===== config.mk =====
export PLATFORM = sky130hd
export DESIGN_NAME = bmp_pixels_to_framebuffer
export DESIGN_NICKNAME = d
export VERILOG_FILES = /design/src/design/bpfb_pkg.sv /design/src/design/bpfb_cfg.sv /design/src/design/bpfb_unpack.sv /design/src/design/bpfb_place.sv /design/src/design/bmp_pixels_to_framebuffer.sv
export VERILOG_INCLUDE_DIRS = /design/src /design/src/design
export SDC_FILE = /design/constraint.sdc
export NUM_CORES = 1
export LEC_CHECK = 0
export ABC_AREA = 1
export BUFFER_PORTS_ARGS = -buffer_cell sky130_fd_sc_hd__buf_4
export CORE_AREA = 2 2 174 176
export DETAILED_ROUTE_END_ITERATION = 10
export DIE_AREA = 0 0 176 178
export MAX_ROUTING_LAYER = met4
export PLACE_DENSITY = 0.58
export SYNTH_ARGS = -nofsm -noshare
export SYNTH_HDL_FRONTEND = slang
export SYNTH_SLANG_ARGS = --single-unit

===== constraint.sdc =====
create_clock -name clk_i -period 4.14 [get_ports clk_i]
set_input_delay 0.414 -clock clk_i [delete_from_list [all_inputs] [get_ports clk_i]]
set_output_delay 0.414 -clock clk_i [all_outputs]
set_load 0.03 [all_outputs]

===== src/design/bmp_pixels_to_framebuffer_defines.svh =====
// Assertion helpers shared by the RTL files.
`ifndef BMP_PIXELS_TO_FRAMEBUFFER_DEFINES_SVH
`define BMP_PIXELS_TO_FRAMEBUFFER_DEFINES_SVH

// Clocked on clk_i, held off while rst_ni is low.
`define BPFB_ASSERT(lbl, prop, msg) \
  lbl: assert property (@(posedge clk_i) disable iff (!rst_ni) prop) else $error(msg);

// Clocked on clk_i, also checked during reset.
`define BPFB_ASSERT_ALWAYS(lbl, prop, msg) \
  lbl: assert property (@(posedge clk_i) prop) else $error(msg);

`endif


===== src/design/bpfb_pkg.sv =====
package bpfb_pkg;

  localparam int unsigned SCREEN_WIDTH  = 800;
  localparam int unsigned SCREEN_HEIGHT = 480;
  localparam int unsigned SCREEN_PIXELS = SCREEN_WIDTH * SCREEN_HEIGHT;

  localparam int unsigned CFG_W       = 12;
  localparam int unsigned CFG_IDX_W   = 3;
  localparam int unsigned COORD_W     = 14;  // signed screen coordinate
  localparam int unsigned IDX_W       = 19;
  localparam int unsigned PROD_W      = 24;  // row * SCREEN_WIDTH + column, unmasked
  localparam int unsigned COLOR_W     = 32;
  localparam int unsigned OUT_TDATA_W = 56;  // IDX_W + COLOR_W rounded up to bytes

  localparam logic [CFG_W-1:0] WIDTH_RST  = 12'd800;
  localparam logic [CFG_W-1:0] HEIGHT_RST = 12'd480;

  typedef enum logic [CFG_IDX_W-1:0] {
    REG_ORIGIN_X     = 3'd0,
    REG_ORIGIN_Y     = 3'd1,
    REG_IMAGE_WIDTH  = 3'd2,
    REG_IMAGE_HEIGHT = 3'd3,
    REG_HAS_ALPHA    = 3'd4
  } cfg_idx_e;

  typedef struct packed {
    logic signed [CFG_W-1:0] origin_x;
    logic signed [CFG_W-1:0] origin_y;
    logic [CFG_W-1:0]        image_width;
    logic [CFG_W-1:0]        image_height;
    logic                    has_alpha;
  } cfg_t;

  // One finished pixel with its screen position, before clipping.
  typedef struct packed {
    logic signed [COORD_W-1:0] x;
    logic signed [COORD_W-1:0] y;
    logic [COLOR_W-1:0]        color;
    logic                      last;
  } pix_t;

endpackage


===== src/design/bpfb_cfg.sv =====
module bpfb_cfg (
  input  logic                          clk_i,
  input  logic                          rst_ni,
  input  logic                          wr_en_i,
  input  logic [bpfb_pkg::CFG_IDX_W-1:0] wr_idx_i,
  input  logic [bpfb_pkg::CFG_W-1:0]    wr_data_i,
  output bpfb_pkg::cfg_t                cfg_o
);
  import bpfb_pkg::*;

  cfg_t cfg_q, cfg_d;

  always_comb begin
    cfg_d = cfg_q;
    if (wr_en_i) begin
      unique case (wr_idx_i)
        REG_ORIGIN_X:     cfg_d.origin_x     = $signed(wr_data_i);
        REG_ORIGIN_Y:     cfg_d.origin_y     = $signed(wr_data_i);
        REG_IMAGE_WIDTH:  cfg_d.image_width  = wr_data_i;
        REG_IMAGE_HEIGHT: cfg_d.image_height = wr_data_i;
        REG_HAS_ALPHA:    cfg_d.has_alpha    = wr_data_i[0];
        default: ;  // unmapped index, write dropped
      endcase
    end
  end

  always_ff @(posedge clk_i or negedge rst_ni) begin
    if (!rst_ni) begin
      cfg_q.origin_x     <= '0;
      cfg_q.origin_y     <= '0;
      cfg_q.image_width  <= WIDTH_RST;
      cfg_q.image_height <= HEIGHT_RST;
      cfg_q.has_alpha    <= 1'b0;
    end else begin
      cfg_q <= cfg_d;
    end
  end

  assign cfg_o = cfg_q;

endmodule


===== src/design/bpfb_unpack.sv =====
`include "bmp_pixels_to_framebuffer_defines.svh"

module bpfb_unpack (
  input  logic           clk_i,
  input  logic           rst_ni,
  input  bpfb_pkg::cfg_t cfg_i,
  input  logic           byte_valid_i,
  output logic           byte_ready_o,
  input  logic [7:0]     byte_i,
  output logic           pix_valid_o,
  input  logic           pix_ready_i,
  output bpfb_pkg::pix_t pix_o
);
  import bpfb_pkg::*;

  logic [1:0]       phase_q, phase_d;
  logic [23:0]      rgb_q, rgb_d;
  logic [CFG_W-1:0] col_q, col_d;
  logic [CFG_W-1:0] row_q, row_d;
  logic [1:0]       pad_q, pad_d;
  logic             done_q, done_d;
  logic             pv_q;
  pix_t             pix_q, pix_d;

  logic             fire;
  logic             pix_now;
  logic [7:0]       alpha;
  logic [CFG_W:0]   col_inc, row_inc;
  logic             row_end, last;

  assign byte_ready_o = !pv_q || pix_ready_i;
  assign fire         = byte_valid_i && byte_ready_o;

  assign col_inc = {1'b0, col_q} + 1'b1;
  assign row_inc = {1'b0, row_q} + 1'b1;
  assign row_end = col_inc >= {1'b0, cfg_i.image_width};
  assign last    = row_end && (row_inc >= {1'b0, cfg_i.image_height});

  always_comb begin
    phase_d = phase_q;
    rgb_d   = rgb_q;
    col_d   = col_q;
    row_d   = row_q;
    pad_d   = pad_q;
    done_d  = done_q;
    pix_now = 1'b0;
    alpha   = 8'd0;
    if (fire && !done_q) begin
      if (pad_q != 2'd0) begin
        pad_d = pad_q - 2'd1;
      end else begin
        case (phase_q)
          2'd0: begin
            rgb_d[7:0] = byte_i;
            phase_d    = 2'd1;
          end
          2'd1: begin
            rgb_d[15:8] = byte_i;
            phase_d     = 2'd2;
          end
          2'd2: begin
            rgb_d[23:16] = byte_i;
            if (cfg_i.has_alpha) begin
              phase_d = 2'd3;
            end else begin
              pix_now = 1'b1;
            end
          end
          default: begin
            alpha   = byte_i;
            pix_now = 1'b1;
          end
        endcase
        if (pix_now) begin
          phase_d = 2'd0;
          if (row_end) begin
            col_d = '0;
            row_d = row_inc[CFG_W-1:0];
            if (last) begin
              done_d = 1'b1;
            end else if (!cfg_i.has_alpha) begin
              // (4 - 3w mod 4) mod 4 reduces to w mod 4
              pad_d = cfg_i.image_width[1:0];
            end
          end else begin
            col_d = col_inc[CFG_W-1:0];
          end
        end
      end
    end
  end

  always_comb begin
    pix_d.x = $signed({{(COORD_W-CFG_W){cfg_i.origin_x[CFG_W-1]}}, cfg_i.origin_x})
            + $signed({{(COORD_W-CFG_W){1'b0}}, col_q});
    pix_d.y = $signed({{(COORD_W-CFG_W){cfg_i.origin_y[CFG_W-1]}}, cfg_i.origin_y})
            + $signed({{(COORD_W-CFG_W){1'b0}}, cfg_i.image_height})
            - $signed({{(COORD_W-CFG_W){1'b0}}, row_q})
            - $signed(COORD_W'(1));
    pix_d.color = {alpha, rgb_d};
    pix_d.last  = last;
  end

  always_ff @(posedge clk_i or negedge rst_ni) begin
    if (!rst_ni) begin
      phase_q <= '0;
      rgb_q   <= '0;
      col_q   <= '0;
      row_q   <= '0;
      pad_q   <= '0;
      done_q  <= 1'b0;
      pv_q    <= 1'b0;
    end else begin
      phase_q <= phase_d;
      rgb_q   <= rgb_d;
      col_q   <= col_d;
      row_q   <= row_d;
      pad_q   <= pad_d;
      done_q  <= done_d;
      if (byte_ready_o) begin
        pv_q <= pix_now;
      end
    end
  end

  always_ff @(posedge clk_i) begin
    if (byte_ready_o && pix_now) begin
      pix_q <= pix_d;
    end
  end

  assign pix_valid_o = pv_q;
  assign pix_o       = pix_q;

  `BPFB_ASSERT(a_pad_at_pixel_start, pad_q != 2'd0 |-> phase_q == 2'd0, "padding mid-pixel")
  `BPFB_ASSERT(a_done_is_clean, done_q |-> (phase_q == 2'd0 && pad_q == 2'd0), "dirty end state")
  `BPFB_ASSERT(a_stall_holds, pv_q && !pix_ready_i |=> pv_q && $stable(pix_q), "pixel lost")
  `BPFB_ASSERT(a_done_sticks, done_q |=> done_q, "end of image cleared")

endmodule


===== src/design/bpfb_place.sv =====
`include "bmp_pixels_to_framebuffer_defines.svh"

module bpfb_place (
  input  logic                        clk_i,
  input  logic                        rst_ni,
  input  logic                        pix_valid_i,
  output logic                        pix_ready_o,
  input  bpfb_pkg::pix_t              pix_i,
  output logic                        out_valid_o,
  input  logic                        out_ready_i,
  output logic [bpfb_pkg::IDX_W-1:0]  index_o,
  output logic [bpfb_pkg::COLOR_W-1:0] color_o,
  output logic                        last_o
);
  import bpfb_pkg::*;

  localparam int unsigned U_W = COORD_W - 1;

  logic               ov_q;
  logic [IDX_W-1:0]   index_q;
  logic [COLOR_W-1:0] color_q;
  logic               last_q;

  logic [U_W-1:0]     x_u, y_u;
  logic               on_screen;
  logic [PROD_W-1:0]  prod;

  assign x_u = pix_i.x[U_W-1:0];
  assign y_u = pix_i.y[U_W-1:0];

  assign on_screen = !pix_i.x[COORD_W-1] && (x_u < U_W'(SCREEN_WIDTH))
                  && !pix_i.y[COORD_W-1] && (y_u < U_W'(SCREEN_HEIGHT));

  assign prod = PROD_W'(y_u) * PROD_W'(SCREEN_WIDTH) + PROD_W'(x_u);

  assign pix_ready_o = !ov_q || out_ready_i;

  always_ff @(posedge clk_i or negedge rst_ni) begin
    if (!rst_ni) begin
      ov_q <= 1'b0;
    end else if (pix_ready_o) begin
      ov_q <= pix_valid_i && on_screen;
    end
  end

  always_ff @(posedge clk_i) begin
    if (pix_ready_o && pix_valid_i) begin
      index_q <= prod[IDX_W-1:0];
      color_q <= pix_i.color;
      last_q  <= pix_i.last;
    end
  end

  assign out_valid_o = ov_q;
  assign index_o     = index_q;
  assign color_o     = color_q;
  assign last_o      = last_q;

  `BPFB_ASSERT(a_index_on_screen, ov_q |-> index_q < IDX_W'(SCREEN_PIXELS), "index off screen")
  `BPFB_ASSERT(a_out_holds, ov_q && !out_ready_i |=> ov_q && $stable(index_q), "result lost")
  `BPFB_ASSERT_ALWAYS(a_reset_idle, !rst_ni |-> !ov_q, "output valid in reset")

endmodule


===== src/design/bmp_pixels_to_framebuffer.sv =====
// BMP pixel array to ARGB8888 framebuffer writer.
// s_axis carries one byte of the BMP pixel array per item, in file order
// (rows bottom-up, B G R [A] per pixel, rows padded to four bytes in 24-bit
// mode). m_axis carries one item per on-screen pixel: the framebuffer word
// index (row * 800 + column) and the ARGB8888 color; tlast marks the image's
// final pixel. Off-screen pixels, pad bytes and bytes after the last row
// produce nothing.
// The cfg channel writes origin_x, origin_y, image_width, image_height and
// has_alpha (indexes 0..4); it is always ready and must only be used while
// the block is idle. Unmapped indexes are ignored.
// Throughput: one byte per cycle while m_axis is not stalled. A pixel's color
// reaches m_axis through the unpack register, then the placement register with
// the row * 800 multiply.
// Reset clears the byte/pixel/row counters, restores the register defaults
// (800 x 480, origin 0, 24-bit) and empties both stages. When m_axis stalls,
// the placement stage holds its item, the unpack stage fills, and s_axis
// tready drops after one more pixel is buffered.
module bmp_pixels_to_framebuffer (
  input  logic                              clk_i,
  input  logic                              rst_ni,
  // pixel byte stream
  input  logic                              s_axis_tvalid,
  output logic                              s_axis_tready,
  input  logic [7:0]                        s_axis_tdata,   // [7:0] pixel_byte
  // framebuffer writes
  output logic                              m_axis_tvalid,
  input  logic                              m_axis_tready,
  // [18:0] write_index, [50:19] pixel_color, [55:51] zero
  output logic [bpfb_pkg::OUT_TDATA_W-1:0]  m_axis_tdata,
  output logic                              m_axis_tlast,   // last_pixel
  // register writes
  input  logic                              cfg_valid_i,
  output logic                              cfg_ready_o,
  input  logic [bpfb_pkg::CFG_IDX_W-1:0]    cfg_index_i,
  input  logic [bpfb_pkg::CFG_W-1:0]        cfg_data_i
);
  import bpfb_pkg::*;

  cfg_t               cfg;
  logic               pix_valid, pix_ready;
  pix_t               pix;
  logic [IDX_W-1:0]   wr_index;
  logic [COLOR_W-1:0] wr_color;

  assign cfg_ready_o = 1'b1;

  bpfb_cfg u_cfg (
    .clk_i    (clk_i),
    .rst_ni   (rst_ni),
    .wr_en_i  (cfg_valid_i && cfg_ready_o),
    .wr_idx_i (cfg_index_i),
    .wr_data_i(cfg_data_i),
    .cfg_o    (cfg)
  );

  // byte gathering, row padding and position counters
  bpfb_unpack u_unpack (
    .clk_i       (clk_i),
    .rst_ni      (rst_ni),
    .cfg_i       (cfg),
    .byte_valid_i(s_axis_tvalid),
    .byte_ready_o(s_axis_tready),
    .byte_i      (s_axis_tdata),
    .pix_valid_o (pix_valid),
    .pix_ready_i (pix_ready),
    .pix_o       (pix)
  );

  // clipping and framebuffer address
  bpfb_place u_place (
    .clk_i      (clk_i),
    .rst_ni     (rst_ni),
    .pix_valid_i(pix_valid),
    .pix_ready_o(pix_ready),
    .pix_i      (pix),
    .out_valid_o(m_axis_tvalid),
    .out_ready_i(m_axis_tready),
    .index_o    (wr_index),
    .color_o    (wr_color),
    .last_o     (m_axis_tlast)
  );

  assign m_axis_tdata = {{(OUT_TDATA_W-IDX_W-COLOR_W){1'b0}}, wr_color, wr_index};

endmodule


==> metrics.md <==
| Metric | Value |
|---|---|
| WS Path Type | `reg -> reg` |
| Clk slew on worst S/H paths | `approximately 0.060 ns` |
| Layout cells sized above 1 | `0.141` |
| Setup violators final | `0` |
| Slew headroom | `0.372` |
| Clk sink count | `roughly 220` |
| Final Max Slew Viols | `0` |
| Tightest Pin Transition | `roughly 0.94 ns` |
| Die W | `between 150 and 200 um` |
| Cells along the critical path | `ha_1 > ha_1 > fa_1 > ha_1 > xor2_1 > ha_1 > nand2_1 > nor2_1 > nand2_1 > nand3_1 > nand2_1 > a21oi_1 > inv_1 > nor2_2 > nand2_1 > nand2_1 > nand2_1` |
| Die height | `approximately 180 um` |
| Root buffer cell | `clkbuf_16` |
| Final Wtd Congestion | `around 0.84` |
| CTS Buffer Depth | `3` |
| Core Box Area | `~0.029 sq mm` |
| Clk_lat worst skew | `0.53 ns` |
| Worst Skew | `between 0.015 and 0.02 ns` |
| Post-CTS sizing | `0` |
| CTS tree | `built` |
| Area contributors post-synth | `edfxtp_1 29%, dfrtp_1 21%, ha_1 9.9%` |
| Syn Inst Count | `roughly 1100` |
| Post-synth EDFFs | `about 110` |
| Tmin final | `3.72 ns` |
| Finished Core Util | `0.458` |
| Avg Inst Size Synth | `10.1 sq um` |
| Hold WS | `around 0.11 ns` |
| CP Data Arrival Time | `about 4.0 ns` |
| First-pass GRT wire length | `between 30000 and 40000 um` |
| Vias in the first global route | `7518` |
| Post-route insts no fill | `roughly 1600` |
| Initial drt markers | `477` |
| Multi-input logic area | `0.00471 sq mm` |
| Fill count | `2814` |
| Largest net degree at the start of global routing | `46` |
| Unrepaired setup endpoints after global routing | `false` |
| Die Footprint | `between 0.03 and 0.04 sq mm` |
| Via count | `between 7000 and 8000` |
| IO Pins | `a little under 90` |
| Worst hold path type | `in -> reg` |
| CTS buffer count | `24` |
| Top FF cell, synth | `edfxtp_1` |
| Final Cycle Share | `0.899` |
| Max-cap violations | `0` |
| Setup TNS | `0 ns` |
| DRC viols | `0` |
| GRT Total Usage | `0.159` |
| Port-buffer cells | `a little over 80` |
| Startpoint types | `flop` |
| Buf/Inv on CP | `1` |
| Yosys warns | `0` |
| CP most frequent cell | `nand2_1` |
| Slowest stage delay, CP | `0.46 ns` |
| Yosys reg bits | `217` |
| Num rows | `between 60 and 70` |
| Most common cell in the netlist | `nand2_1` |
| Area share of the largest cell type after synthesis | `0.293` |
| P per Cell Area | `roughly 410 mW/mm^2` |
| CP top delay family | `adder cells` |
| Initial antenna violation count | `0` |
| WL/cell | `~14 um` |
| Vias per cell | `between 4 and 5` |
| Final Hold Fails | `0` |
| Total grt overflow | `0` |
| Layout area overhead | `16.4%` |
| VDD IR max | `between 200 and 300 uV` |
| Status | `complete, no violations` |
| Leading area contributor after synthesis | `edfxtp_1` |
| Drt total wl | `around 23000 um` |
| DP Wirelength | `between 15000 and 20000 um` |
| CP Capture Type | `flop` |
| Max H-tree Level | `1` |
| Sequential standard cell area | `approximately 0.0060 sq mm` |
| CP required | `approximately 4.4 ns` |
| Sequential area share after synthesis | `0.519` |
| Inserted Diodes | `0` |
| Post-DP Area | `roughly 0.013 sq mm` |
| Post-route setup slack | `0.419 ns` |
| Synthesized area | `0.0116 sq mm` |
| Slowest CP cell | `fa_1` |
| Worst-path maximum fanout | `6` |
| Initial Util | `0.394` |
| Commonest cells post-synth | `221 x nand2_1, 194 x inv_1, 113 x edfxtp_1, 97 x dfrtp_1, 92 x ha_1` |
| Async SR Flop Fraction | `0.479` |
| Finished Cell Area | `0.0135 sq mm` |
| Placed cells | `1600` |
| Layout Nets | `1380` |
| Total power | `5.58 mW` |
| Setup WS pre-CTS | `0.452 ns` |
| Fmax | `~0.27 GHz` |
| Post-route ant nets | `0` |
| Leak | `between 6 and 7 nW` |
| Count of cell types in the netlist | `45` |
| DR pass1 iterations | `4` |
-- cell type report --
cell class / instances / area share
clock buffers: 31 / 0.0506
multi-input cells: 707 / 0.350
clock inverters: 13 / 0.0119
well taps: 390 / 0.0362
flip-flops and latches: 217 / 0.446
repair buffers: 86 / 0.0490
inverters: 201 / 0.0566
-- placed cells by master (no fill, tap or decap), types with 3 or more instances in the layout --
| master | Yosys | routed |
|---|---|---|
| nor2_8 | 3 | 3 |
| a31oi_1 | 4 | 4 |
| o21ai_2 | 11 | 11 |
| buf_4 | 7 | 84 |
| nor2_2 | 5 | 5 |
| inv_1 | 194 | 194 |
| nand2_2 | 7 | 7 |
| nor4_1 | 5 | 5 |
| nand2_1 | 221 | 221 |
| xor2_1 | 43 | 43 |
| nand3_1 | 40 | 40 |
| inv_2 | 4 | 4 |
| xnor2_1 | 15 | 15 |
| nor3_1 | 7 | 7 |
| fa_1 | 23 | 23 |
| nand4_1 | 12 | 12 |
| a21o_1 | 7 | 7 |
| edfxtp_1 | 113 | 113 |
| clkinv_2 | 0 | 4 |
| dfstp_2 | 7 | 7 |
| clkinvlp_4 | 0 | 4 |
| o21ai_0 | 88 | 88 |
| conb_1 | 2 | 6 |
| o21ai_1 | 5 | 5 |
| clkbuf_16 | 0 | 25 |
| a21oi_1 | 35 | 35 |
| clkbuf_8 | 0 | 3 |
| inv_4 | 3 | 3 |
| o21bai_1 | 3 | 3 |
| nor2_1 | 52 | 51 |
| bufinv_16 | 0 | 3 |
| nand3b_1 | 3 | 3 |
| o22ai_2 | 4 | 4 |
| dfrtp_1 | 97 | 97 |
| ha_1 | 92 | 92 |
-- routing by layer --
metal  global-route usage  up-vias  share of wire
li1                     -     3911              -
met1                0.220     3563           0.49
met2                0.256      130           0.46
met3               0.0207       21          0.036
met4               0.0272        0          0.011
met5                    -        -              0
-- kinds of logic after synthesis --
group / after synthesis / share of synthesized area
AO/OA/AOI/OAI: 167 / 0.0848
XOR/XNOR: 58 / 0.0439
adder cells (fa/ha/maj): 115 / 0.139
buffers and inverters: 220 / 0.0756
flip-flops: 217 / 0.519
other: 2 / 0.000649
AND/OR/NAND/NOR: 361 / 0.137
-- sequential cells by signal, summed over array words and instances, names as in the netlist --
signal,flops
u_unpack.pad_q,2
u_unpack.phase_q,2
u_unpack.rgb_q,24
u_unpack.row_q,12
u_unpack.pix_valid_o,1
u_place.index_o,19
u_unpack.done_q,1
u_place.out_valid_o,1
u_place.color_o,32
u_unpack.pix_o,61
u_unpack.col_q,12
u_place.last_o,1
u_cfg.cfg_o,49
-- worst register-to-register path: cells and delay by family, from the launching register on --
family | cells | cell delay, ns
flip-flops | 1 | 0.44
adder cells (fa/ha/maj) | 5 | 1.87
AND/OR/NAND/NOR | 9 | 0.66
XOR/XNOR | 1 | 0.17
AO/OA/AOI/OAI | 1 | 0.26
buffers and inverters | 1 | 0.09
-- where the power goes --
group	total, mW	internal [mW]	switching, mW
logic	0.884	0.343	0.541
registers	2.48	2.41	0.0702
clock network	2.22	1.35	0.866
total	5.58	4.11	1.48
-- final timing paths --
check	startpoint	to	slack, ns	cells after the start
worst max-delay path	u_unpack.pix_o[35]	u_place.index_o[18]	0.42	17
worst min-delay path	m_axis_tready	u_place.out_valid_o	0.11	2
max in group asynchronous	rst_ni	u_unpack.rgb_q[6]	2.76	3
min in group asynchronous	rst_ni	u_cfg.cfg_o[29]	0.44	2
worst min register to register	u_unpack.pix_o[17]	u_place.color_o[16]	0.40	0
worst max register to register	u_unpack.pix_o[35]	u_place.index_o[18]	0.42	17
-- repair_timing --
item | in CTS | in global routing
buffers inserted | 0 | 0
hold buffers | 1 | 0
endpoints found under the hold margin | 37 | 0
(Power assumes the default switching activity.)
